===== src/design/first_fit_heap_allocator_unit_defines.svh =====
// Assertion macros for the first-fit heap allocator.
// Used by first_fit_heap_allocator_unit.sv; no other dependencies.
`ifndef FIRST_FIT_HEAP_ALLOCATOR_UNIT_DEFINES_SVH
`define FIRST_FIT_HEAP_ALLOCATOR_UNIT_DEFINES_SVH
`ifndef SYNTHESIS
// same-cycle implication
`define FFHA_ASSERT_NOW(label, clk, rst, ante, cons) \
  label: assert property (@(posedge clk) disable iff (rst) (ante) |-> (cons)) \
    else $error("ffha check failed");
// next-cycle implication
`define FFHA_ASSERT_NEXT(label, clk, rst, ante, cons) \
  label: assert property (@(posedge clk) disable iff (rst) (ante) |=> (cons)) \
    else $error("ffha check failed");
`else
`define FFHA_ASSERT_NOW(label, clk, rst, ante, cons)
`define FFHA_ASSERT_NEXT(label, clk, rst, ante, cons)
`endif
`endif


===== src/design/ffha_pkg.sv =====
// Shared types and constants of the first-fit heap allocator.
// No dependencies; used by first_fit_heap_allocator_unit.
`timescale 1ns / 1ps
package ffha_pkg;
  localparam int REQ_W  = 21;
  localparam int ADDR_W = 32;
  localparam int ST_W   = 3;
  localparam int NEED_W = 22;

  localparam logic [ADDR_W-1:0] BASE_AT_RESET = 32'd16777216;

  localparam logic REQ_ALLOC = 1'b0;
  localparam logic REQ_FREE  = 1'b1;

  localparam logic [ST_W-1:0] ST_OK      = 3'd0;
  localparam logic [ST_W-1:0] ST_ZERO    = 3'd1;
  localparam logic [ST_W-1:0] ST_NOSPACE = 3'd2;
  localparam logic [ST_W-1:0] ST_BADFREE = 3'd3;
  localparam logic [ST_W-1:0] ST_FULL    = 3'd4;

  typedef struct packed {
    logic              req_type;
    logic [REQ_W-1:0]  request_size;
    logic [ADDR_W-1:0] block_address;
  } req_t;

  typedef struct packed {
    logic [ST_W-1:0]   status;
    logic [ADDR_W-1:0] granted_address;
  } rsp_t;
endpackage


===== src/design/first_fit_heap_allocator_unit.sv =====
// Top level of the first-fit heap allocator: sequencer over a segment table.
// Depends on ffha_pkg, ffha_ram and first_fit_heap_allocator_unit_defines.svh.
//
//  channel  | signals                   | payload
//  ---------+---------------------------+----------------------
//  request  | in_valid / in_stall       | in_data  (ffha_pkg::req_t)
//  result   | out_valid / out_stall     | out_data (ffha_pkg::rsp_t)
//  config   | cfg_we                    | cfg_wdata (region base)
//
// A request scans the segments one by one (S_SCAN, S_CHK) through the single
// RAM read port, then a split or merge shifts the entries behind the hit, each
// read in S_CPRD and written in S_CPWR, before the result is registered.
// After reset the S_INIT state writes the initial free segment before requests
// are taken. One request is in work at a time; a held result stalls completion.
`timescale 1ns / 1ps
`include "first_fit_heap_allocator_unit_defines.svh"
module first_fit_heap_allocator_unit #(
  parameter int REGION_BYTES = 1048576,
  parameter int MAX_SEGMENTS = 64,
  parameter int HEADER_BYTES = 14
) (
  input  logic                clk,
  input  logic                rst,
  input  logic                cfg_we,
  input  logic [31:0]         cfg_wdata,
  input  logic                in_valid,
  output logic                in_stall,
  input  ffha_pkg::req_t      in_data,
  output logic                out_valid,
  input  logic                out_stall,
  output ffha_pkg::rsp_t      out_data
);
  localparam int AW = $clog2(MAX_SEGMENTS);
  localparam int CW = $clog2(MAX_SEGMENTS + 1);
  localparam int SW = $clog2(REGION_BYTES + 1);
  localparam int EW = SW + 1;
  localparam int NW = ffha_pkg::NEED_W;

  localparam logic [3:0] S_INIT  = 4'd0;
  localparam logic [3:0] S_IDLE  = 4'd1;
  localparam logic [3:0] S_SCAN  = 4'd2;
  localparam logic [3:0] S_CHK   = 4'd3;
  localparam logic [3:0] S_NEXT  = 4'd4;
  localparam logic [3:0] S_NXCHK = 4'd5;
  localparam logic [3:0] S_CPRD  = 4'd6;
  localparam logic [3:0] S_CPWR  = 4'd7;
  localparam logic [3:0] S_WRA   = 4'd8;
  localparam logic [3:0] S_WRB   = 4'd9;
  localparam logic [3:0] S_DONE  = 4'd10;

  logic [3:0]                   state;
  logic [31:0]                  base;
  logic [CW-1:0]                count;
  logic [CW-1:0]                cnt_new;
  logic [CW-1:0]                idx;
  logic [CW-1:0]                dst;
  logic [1:0]                   k;
  logic                         dir_up;
  logic [SW-1:0]                off;
  logic                         prev_free;
  logic [SW-1:0]                prev_size;
  logic [SW-1:0]                cur_size;
  ffha_pkg::req_t               req;
  logic [NW-1:0]                need;
  logic [AW-1:0]                wa_addr;
  logic [EW-1:0]                wa_data;
  logic                         wb_en;
  logic [AW-1:0]                wb_addr;
  logic [EW-1:0]                wb_data;
  logic [ffha_pkg::ST_W-1:0]    st;
  logic [31:0]                  ga;

  logic                         ram_we;
  logic [AW-1:0]                ram_waddr;
  logic [EW-1:0]                ram_wdata;
  logic [AW-1:0]                ram_raddr;
  logic [EW-1:0]                ram_rdata;

  logic                         rd_free;
  logic [SW-1:0]                rd_size;
  logic [NW-1:0]                sz_ext;
  logic                         fit;
  logic [31:0]                  cur_addr;
  logic [CW-1:0]                idx_p1;
  logic [CW-1:0]                idx_m1;
  logic [CW-1:0]                src;
  logic                         cp_active;
  logic                         nf;

  ffha_ram #(.WIDTH(EW), .DEPTH(MAX_SEGMENTS)) u_table (
    .clk   (clk),
    .we    (ram_we),
    .waddr (ram_waddr),
    .wdata (ram_wdata),
    .raddr (ram_raddr),
    .rdata (ram_rdata)
  );

  // decode the entry read back and the scan compare
  always_comb begin
    rd_free   = ram_rdata[SW];
    rd_size   = ram_rdata[SW-1:0];
    sz_ext    = NW'(rd_size);
    fit       = rd_free && ((sz_ext == need) || (sz_ext > need + NW'(HEADER_BYTES)));
    cur_addr  = base + 32'(off) + 32'(HEADER_BYTES);
    idx_p1    = idx + CW'(1);
    idx_m1    = idx - CW'(1);
    src       = dir_up ? (dst - CW'(1)) : (dst + CW'(k));
    cp_active = dir_up ? ({1'b0, dst} > {1'b0, idx_p1})
                       : ((k != 2'd0) && (({1'b0, dst} + (CW+1)'(k)) < {1'b0, count}));
    nf        = ({1'b0, idx_p1} < {1'b0, count}) && rd_free;
  end

  // table port control per sequencer step
  always_comb begin
    ram_we    = 1'b0;
    ram_waddr = wa_addr;
    ram_wdata = wa_data;
    ram_raddr = idx[AW-1:0];
    case (state)
      S_INIT: begin
        ram_we    = 1'b1;
        ram_waddr = '0;
        ram_wdata = {1'b1, SW'(REGION_BYTES)};
      end
      S_NEXT:  ram_raddr = idx_p1[AW-1:0];
      S_CPRD:  ram_raddr = src[AW-1:0];
      S_CPWR: begin
        ram_we    = 1'b1;
        ram_waddr = dst[AW-1:0];
        ram_wdata = ram_rdata;
      end
      S_WRA:   ram_we = 1'b1;
      S_WRB: begin
        ram_we    = 1'b1;
        ram_waddr = wb_addr;
        ram_wdata = wb_data;
      end
      default: ram_raddr = idx[AW-1:0];
    endcase
  end

  assign in_stall = (state != S_IDLE);

  // region base register
  always_ff @(posedge clk) begin
    if (rst) begin
      base <= ffha_pkg::BASE_AT_RESET;
    end else if (cfg_we) begin
      base <= cfg_wdata;
    end
  end

  // sequencer
  always_ff @(posedge clk) begin
    if (rst) begin
      state     <= S_INIT;
      count     <= CW'(1);
      out_valid <= 1'b0;
    end else begin
      // drop a result once transferred, unless a new one replaces it
      if (out_valid && !out_stall && state != S_DONE) begin
        out_valid <= 1'b0;
      end
      case (state)
        S_INIT: state <= S_IDLE;
        S_IDLE: begin
          if (in_valid) begin
            req       <= in_data;
            need      <= NW'(in_data.request_size) + NW'(HEADER_BYTES);
            idx       <= '0;
            off       <= '0;
            prev_free <= 1'b0;
            ga        <= '0;
            if (in_data.req_type == ffha_pkg::REQ_ALLOC && in_data.request_size == '0) begin
              st    <= ffha_pkg::ST_ZERO;
              state <= S_DONE;
            end else begin
              state <= S_SCAN;
            end
          end
        end
        S_SCAN: begin
          if (idx == count) begin
            st    <= (req.req_type == ffha_pkg::REQ_ALLOC) ? ffha_pkg::ST_NOSPACE
                                                            : ffha_pkg::ST_BADFREE;
            state <= S_DONE;
          end else begin
            state <= S_CHK;
          end
        end
        S_CHK: begin
          if (req.req_type == ffha_pkg::REQ_ALLOC && fit) begin
            if (sz_ext == need) begin
              wa_addr <= idx[AW-1:0];
              wa_data <= {1'b0, rd_size};
              wb_en   <= 1'b0;
              cnt_new <= count;
              dir_up  <= 1'b1;
              dst     <= idx;
              st      <= ffha_pkg::ST_OK;
              ga      <= cur_addr;
              state   <= S_CPRD;
            end else if (count == CW'(MAX_SEGMENTS)) begin
              st    <= ffha_pkg::ST_FULL;
              state <= S_DONE;
            end else begin
              wa_addr <= idx_p1[AW-1:0];
              wa_data <= {1'b1, rd_size - need[SW-1:0]};
              wb_en   <= 1'b1;
              wb_addr <= idx[AW-1:0];
              wb_data <= {1'b0, need[SW-1:0]};
              cnt_new <= count + CW'(1);
              dir_up  <= 1'b1;
              dst     <= count;
              st      <= ffha_pkg::ST_OK;
              ga      <= cur_addr;
              state   <= S_CPRD;
            end
          end else if (req.req_type == ffha_pkg::REQ_FREE && !rd_free &&
                       cur_addr == req.block_address) begin
            cur_size <= rd_size;
            st       <= ffha_pkg::ST_OK;
            state    <= S_NEXT;
          end else begin
            off       <= off + rd_size;
            prev_free <= rd_free;
            prev_size <= rd_size;
            idx       <= idx_p1;
            state     <= S_SCAN;
          end
        end
        S_NEXT: state <= S_NXCHK;
        S_NXCHK: begin
          // plan the merge with any free neighbours
          dir_up <= 1'b0;
          wb_en  <= 1'b0;
          if (prev_free && nf) begin
            wa_addr <= idx_m1[AW-1:0];
            wa_data <= {1'b1, prev_size + cur_size + rd_size};
            dst     <= idx;
            k       <= 2'd2;
            cnt_new <= count - CW'(2);
          end else if (nf) begin
            wa_addr <= idx[AW-1:0];
            wa_data <= {1'b1, cur_size + rd_size};
            dst     <= idx_p1;
            k       <= 2'd1;
            cnt_new <= count - CW'(1);
          end else if (prev_free) begin
            wa_addr <= idx_m1[AW-1:0];
            wa_data <= {1'b1, prev_size + cur_size};
            dst     <= idx;
            k       <= 2'd1;
            cnt_new <= count - CW'(1);
          end else begin
            wa_addr <= idx[AW-1:0];
            wa_data <= {1'b1, cur_size};
            dst     <= idx;
            k       <= 2'd0;
            cnt_new <= count;
          end
          state <= S_CPRD;
        end
        S_CPRD: state <= cp_active ? S_CPWR : S_WRA;
        S_CPWR: begin
          dst   <= dir_up ? (dst - CW'(1)) : (dst + CW'(1));
          state <= S_CPRD;
        end
        S_WRA: begin
          count <= cnt_new;
          state <= wb_en ? S_WRB : S_DONE;
        end
        S_WRB: state <= S_DONE;
        S_DONE: begin
          // hold until the result register is free
          if (!out_valid || !out_stall) begin
            out_valid                <= 1'b1;
            out_data.status          <= st;
            out_data.granted_address <= ga;
            state                    <= S_IDLE;
          end
        end
        default: state <= S_IDLE;
      endcase
    end
  end

  `FFHA_ASSERT_NOW(a_count_range, clk, rst, 1'b1,
    (count != '0) && (count <= CW'(MAX_SEGMENTS)))
  `FFHA_ASSERT_NOW(a_fail_no_addr, clk, rst,
    out_valid && (out_data.status != ffha_pkg::ST_OK), out_data.granted_address == '0)
  `FFHA_ASSERT_NEXT(a_busy_after_take, clk, rst, in_valid && !in_stall, in_stall)
endmodule


===== src/design/ffha_ram.sv =====
// Generic simple dual-port RAM, one write and one registered read port.
// No dependencies.
`timescale 1ns / 1ps
module ffha_ram #(
  parameter int WIDTH = 22,
  parameter int DEPTH = 64
) (
  input  logic                     clk,
  input  logic                     we,
  input  logic [$clog2(DEPTH)-1:0] waddr,
  input  logic [WIDTH-1:0]         wdata,
  input  logic [$clog2(DEPTH)-1:0] raddr,
  output logic [WIDTH-1:0]         rdata
);
  logic [WIDTH-1:0] mem [DEPTH];

  // write port and registered read
  always_ff @(posedge clk) begin
    if (we) begin
      mem[waddr] <= wdata;
    end
    rdata <= mem[raddr];
  end
endmodule

===== config.mk =====
export PLATFORM = sky130hd
export DESIGN_NAME = first_fit_heap_allocator_unit
export DESIGN_NICKNAME = d
export VERILOG_FILES = /design/src/design/ffha_pkg.sv /design/src/design/first_fit_heap_allocator_unit.sv /design/src/design/ffha_ram.sv
export VERILOG_INCLUDE_DIRS = /design/src /design/src/design
export SDC_FILE = /design/constraint.sdc
export NUM_CORES = 2
export LEC_CHECK = 0
export BUFFER_PORTS_ARGS = -buffer_cell sky130_fd_sc_hd__buf_2
export CORE_MARGIN = 2
export CORE_UTILIZATION = 45
export CTS_CLUSTER_DIAMETER = 100
export DETAILED_ROUTE_END_ITERATION = 10
export GPL_TIMING_DRIVEN = 0
export MAX_ROUTING_LAYER = met4
export PLACE_DENSITY = 0.7
export SYNTH_ARGS = -nofsm -noshare
export SYNTH_HDL_FRONTEND = slang
export SYNTH_SLANG_ARGS = --single-unit

===== constraint.sdc =====
create_clock -name clk -period 17 [get_ports clk]
set_input_delay 0.85 -clock clk [delete_from_list [all_inputs] [get_ports clk]]
set_output_delay 0.85 -clock clk [all_outputs]
set_load 0.005 [all_outputs]

[Word-level counts from Yosys, hierarchy flattened]
Memory sizes are Yosys's and may differ from the RTL's. A register that Yosys moved wholly into a read port is not among the register bits.
Cells that the tools add are included.
Word-level totals
  input bits: 91
  memories kept: 1
  latch bits: 0
  bits in read-only memories: 0
  flip-flop bits (word level): 313
  bits in writable memories: 1408
  word-level logic and storage cells: 201
  output and inout port bits: 37
Memory list
  u_table.mem: words 64, width 22, rd ports 1, clocked after memory_dff 1, write ports 1, RTL line ffha_ram.sv:15  | logic [WIDTH-1:0] mem [DEPTH];
Cells by class
  order comparisons: 4
  reduce and logical (&&, ||, !) cells: 36
  $add $sub $neg: 18
  shift operators: 0
  divide/modulo/power cells: 0
  bitwise gates (word level): 7
  equal/unequal tests: 25
  multiplexer cells: 85
  $mul: 0
Operators with widths (count)
  $mux 32: 4
  $mux 21: 6
  $mux 7: 15
  $add 21x21->21: 4
  $mux 22: 3
  $pmux 22 s3: 1
  $pmux 32 s2: 1
  $pmux 22 s2: 1
  $mux 6: 7
  $pmux 21 s2: 1
  $pmux 4 s9: 1
  $add 32x21->32: 1
  $add 32x4->32 const B: 1
  $eq 32x32->1: 1
  $mux 4: 8
  $pmux 7 s2: 2
  $mux 3: 8
  $pmux 6 s2: 2
  $add 21x4->22 const B: 1
  $add 22x4->22 const B: 1
  $eq 21x22->1: 1
  $gt 21x22->1: 1
  $add 7x1->7 const B: 3
  $logic_not 21->1: 1
  39 further kinds: 100

[Logic depth before layout (Yosys ltp)]
  depth in word-level cells: 7
  gate-level depth with buffers: 20
  gate-level depth less buffers: 20

[Modules after synthesis]
A second synthesis with hierarchy kept.
Second synthesis, totals
  cells, all modules: 4722
  area, all modules: 77087.7 um^2
By module, submodules not included
  ffha_ram: seq. area each 42721.0 um^2, area each 54496.0 um^2, instances 1, cells each 2410
  first_fit_heap_allocator_unit: seq. area each 8958.6 um^2, area each 22591.7 um^2, instances 1, cells each 2312

[Least setup slack after synthesis]
No wires, ideal clock.
  kind: register to register
  from: register need[1]
  to: register wb_addr[0] (enable)
  required time: 16511 ps
  path slack: 10942 ps
  cell stages (with the launch flop): 14
  buffers on the path: 0
  clock period less this slack: 6058 ps
  arrival time: 5570 ps
  setup time: 489 ps
  cells stage by stage: edfxtp_1 nor3_1 or3_1 or3_1 xnor2_1 ha_1 nand4_1 or2_2 a21oi_1 o41ai_1 a31oi_1 o211a_1 o211ai_1 nor4b_1
On the way
  word-level cells in the longest chain between the ends: 6
  elaborated cells on any way between the ends: 8
  those cells by class: 1 x add/sub; 1 x order compare; 1 x eq/ne; 1 x bitwise; 4 x reduce/logical
Ends and longest elaborated chain
  start: declaration: RTL line first_fit_heap_allocator_unit.sv:64  | logic [NW-1:0] need;
  start signal: assignment: RTL line first_fit_heap_allocator_unit.sv:170  | need <= NW'(in_data.request_size) + NW'(HEADER_BYTES);
  $add 22x4->22: RTL line first_fit_heap_allocator_unit.sv:104  | fit = rd_free && ((sz_ext == need) || (sz_ext > need + NW'(HEADER_BYTES)));
  $gt 21x22->1: RTL line first_fit_heap_allocator_unit.sv:104
  $logic_or 1x1->1: RTL line first_fit_heap_allocator_unit.sv:104
  $logic_and 1x1->1: RTL line first_fit_heap_allocator_unit.sv:104
  $logic_and 1x1->1: RTL line first_fit_heap_allocator_unit.sv:193  | if (req.req_type == ffha_pkg::REQ_ALLOC && fit) begin
  $reduce_and 5->1 (no line) (*)
  end signal: assignment: RTL line first_fit_heap_allocator_unit.sv:211  | wb_addr <= idx[AW-1:0];
  end: declaration: RTL line first_fit_heap_allocator_unit.sv:68  | logic [AW-1:0] wb_addr;
Every way passes the cells marked *; elsewhere a longest branch is shown, timed or not.
A chain may end at the register's enable or synchronous reset.

[Worst setup path after layout]
  from: register dst[0]
  to: register u_table.rdata[14], read port of u_table.mem
On the way
  word-level cells in the longest chain between the ends: 3
  elaborated cells on any way between the ends: 4
  those cells by class: 2 x add/sub; 2 x mux
Ends and longest elaborated chain
  start: declaration: RTL line first_fit_heap_allocator_unit.sv:56  | logic [CW-1:0] dst;
  start signal: assignment: RTL line first_fit_heap_allocator_unit.sv:200  | dst <= idx;
  start signal: assignment: RTL line first_fit_heap_allocator_unit.sv:215  | dst <= count;
  start signal: assignment: RTL line first_fit_heap_allocator_unit.sv:241  | dst <= idx;
  $sub 7x1->7 / $add 6x2->6 (equally long branches)
  $mux 6 (*): RTL line first_fit_heap_allocator_unit.sv:108  | src = dir_up ? (dst - CW'(1)) : (dst + CW'(k));
  $pmux 6 s2 (*): RTL line first_fit_heap_allocator_unit.sv:120  | case (state)
  end: declaration: RTL line ffha_ram.sv:13  | output logic [WIDTH-1:0] rdata
Marked as above.

==> reports/results.ini <==
[global_route]
grt_util_all_layers_pct = 23.68
grt_pass1_wl_mm = 295.5
overflow = 0
grt_antenna_before_repair = 7
first_global_vias = 43840
grt_start_max_net_pins = 58

[yosys]
post_synthesis_compound_gate_area_fraction_pct = 4.641
dominant_combinational_cell_family_by_area_after_synthesis = multiplexers
ys_async_sr_fraction_pct = 0
post_synth_inst_count = 4653
synth.top_cells.by_area = edfxtp_1 (65%), mux4_2 (11%), mux2i_1 (4.9%), ha_1 (3.1%), dfxtp_1 (1.7%)
count_of_warnings_emitted_by_yosys = 0
synthesis.area_um2 = 77700
multiplexer_fraction_of_the_synthesized_cell_area_pct = 15.61
post_synth_edffs = 1677
synth_simple_gate_area_share_pct = 5.615
synth.top_cells.by_count = edfxtp_1 (1677), mux2i_1 (378), mux4_2 (368)
synth_top_area_share_pct = 64.81
synth_flop_cell = edfxtp_1
yosys.area_share.adder_pct = 3.346
synth.avg_cell_area_um2 = 16.70
synth_xor_xnor_area_share_pct = 2.390
yosys.cell_count.top_type = edfxtp_1
synth.lib_cells_used.distinct = 100
seq_area_frac_synth_pct = 66.51
netlist.top_cell.by_area = edfxtp_1
syn-num-nets = 4947
postSynthRegisterBits = 1743

[clock_network]
cts.sinks = 1743
clk_pin_slew_ns = 0.06
post_cts_hold_buffer_count = 0
cts_buffer_depth = 3
clock_tree.htree_level_count = 4
cts_inserted_buffers = 175
ctsResizeCount = 0
clk_root_buffer_cell = clkbuf_16
insertion_delay_ns = 0.85
cts.repair_timing.setup_buffer_count = 0
tritoncts = built

[timing]
setup_tns_ns = 0
finalSetupViolations = 0
timing.clock.skew_ns = 0.07661
unrepaired_setup_endpoints_after_global_routing = no
timing.final.crit_share_pct = 33.58
tightest_pin_transition_ns = 1.258
maxSlewViolCount = 0
achievable-frequency_mhz = 175.2
final-hold-violation-count = 0
fin_crit_ns = 5.708
finalHoldWorstSlack_ns = 0.2323
slew_headroom_pct = 16.13

[final_layout]
layout.nets = 5353
multi_input_area_um2 = 24840
syn_to_final_growth_pct = 14.79
fin_area_um2 = 89190
ratio_of_cells_with_drive_above_1_in_the_final_layout_pct = 20.70
fillCellCount = 13703
ff_latch_area_um2 = 51680

[drt]
detail_route.vias_per_cell = 5.945
drt_iter0_drc = 5534
route.detailed.wl_per_inst_um = 27.10
residual_antenna_violating_net_count_after_detailed_routing = 0
drt_pass1_iterations = 9
routed-via-count = 44716
drt-total-wl_mm = 203.8
detailed_route_drc_error_count = 0

[place]
placedInstanceArea_um2 = 83220
dpl.hpwl_mm = 144.1
gp_congestion = 1.010
quantity_of_i_o_buffers_inserted_on_ports = 126

[power_and_ir_drop]
p_switching_uw = 2848
max-vdd-ir-drop_mv = 0.09146
seqPwrFrac_pct = 47.1
fraction_of_power_spent_switching_nets_pct = 26.88
share_clk_of_total_power_pct = 37.3
leakagePower_uw = 0.03103
p_int_uw = 7746
ratio_of_total_power_to_cell_area_nw_per_um2 = 118.8
comb_power_share_pct = 15.6

[critical_path]
worstSetupStartpoint = dst[0]$_DFFE_PP_
timing_worst_setup_path_type = reg2reg
worst_ep_required_time_ns = 17.63
register_to_register_setup_slack_ns = 11.29
crit_fanout = 10
crit-reg2reg-launch = dst[0]$_DFFE_PP_
destination_of_the_critical_timing_path = u_table.rdata[14]$_DFF_P_
kind_of_start_point_of_the_critical_path = flip-flop
worst-r2r-cell-count = 15
endpoint_kind = flip-flop
crit-reg2reg-capture = u_table.rdata[14]$_DFF_P_
cp.arrival_ns = 6.34

[worst_hold_path]
worstHoldStart = in_data[22]
worstHoldPathType = in2reg

[floorplanning]
coreArea_um2 = 171500
initial_core_util_pct = 45.30
die_x_um = 419.5
design.die.area_um2 = 176000
total_number_of_placement_rows = 152
pin_count = 128
die_outline_height_um = 419.5

[outcome]
run_status = completed

[job]
cap_viol_max_count = 0

[layout by cell type, fill, tap and decap left out, types with 21 or more instances in the layout]
master	n
a21oi_1	133
mux4_2	368
a211oi_1	26
nand2b_1	35
clkbuf_1	123
nor3_1	62
a222oi_1	23
nand2_1	221
nand4_1	42
clkinv_2	28
o21ai_0	90
nor2b_1	28
xnor2_1	129
buf_4	44
nor2_1	215
mux2i_1	378
buf_12	24
o21a_1	22
clkbuf_16	176
buf_6	26
ha_1	195
and2_1	23
inv_1	101
a21o_1	44
nor2_2	47
or3_1	21
xor2_1	68
and3_1	28
buf_2	175
nand3_1	69
a31oi_1	36
edfxtp_1	1677
clkinv_1	37
buf_1	36
buf_8	31
dfxtp_1	66
[per-layer routing]
layer,up-vias,wire length [µm],GRT usage [%]
li1,19395,-,-
met1,22961,84000,31.69
met2,2021,96150,36.57
met3,339,16090,4.225
met4,0,7592,8.438
met5,-,0,-
[cell type report]
type	instances	share of cell area, %
buffer	211	1.135
antenna	4	0.01122
clock buffer	214	5.120
sequential	1743	57.94
clock inverter	111	1.564
tap	2310	3.240
inverter	122	0.5134
timing repair buffer	229	2.623
multi-input combinational	2577	27.85
[registers in the layout, indices dropped and copies added, names as in the netlist, 2 cells and up]
register,count
u_table.rdata,22
state,4
req,33
wb_addr,6
out_data,35
k,2
base,32
wa_data,22
need,22
u_table.mem,1408
ga,32
dst,7
count,7
cur_size,21
prev_size,21
off,21
cnt_new,7
wb_data,21
st,3
idx,7
wa_addr,6
[cells by family after synthesis]
| logic type | Yosys count |
|---|---|
| flip-flops | 1743 |
| AND/OR/NAND/NOR | 897 |
| multiplexers | 751 |
| AO/OA/AOI/OAI | 523 |
| buffers and inverters | 333 |
| XOR/XNOR | 203 |
| adder cells (fa/ha/maj) | 203 |
[worst min path at each step]
stage	end	slack, ns	depth (start not counted)
6_report	req[22]$_DFFE_PP_	0.23	1
4_1_cts	req[30]$_DFFE_PP_	0.19	1
3_5_place_dp	out_data[13]$_DFFE_PP_	0.40	0
3_3_place_gp	out_data[10]$_DFFE_PP_	0.40	0
5_1_grt	req[13]$_DFFE_PP_	0.20	1
2_1_floorplan	out_data[0]$_DFFE_PP_	0.40	0
[power by group through the flow]
stage	registers (µW)	clock network [µW]	logic [µW]
6_report	4990	3950	1650
5_1_grt	4990	4170	1770
4_1_cts	4980	4000	1640
3_5_place_dp	5070	0	1630
3_3_place_gp	5090	0	1550
2_1_floorplan	5000	0	1100
[metrics by stage]
stage	setup slack, ns	instances	power [µW]	utilization [%]
final	11.29	7521	10590	51.99
after global routing	11.21	7520	10930	51.99
after CTS	11.36	7517	10620	51.99
after detailed placement	11.43	7192	6699	48.51
after global placement	8.389	7089	6637	47.35
after floorplan	10.94	4653	6096	-
[worst max-delay path: stages, from the launching register on]
cell      delay, ns
edfxtp_1       0.54
ha_1           0.31
fa_1           0.48
nor2_1         0.24
a21oi_1        0.09
mux2i_1        0.14
nor2_1         0.06
a21oi_1        0.13
buf_2          0.38
buf_2          0.50
clkbuf_1       0.60
mux4_2         0.43
mux2i_1        0.30
mux2i_1        0.23
mux2i_1        0.78
mux2i_1        0.28
No activity file was read; power rests on OpenSTA's default activity.
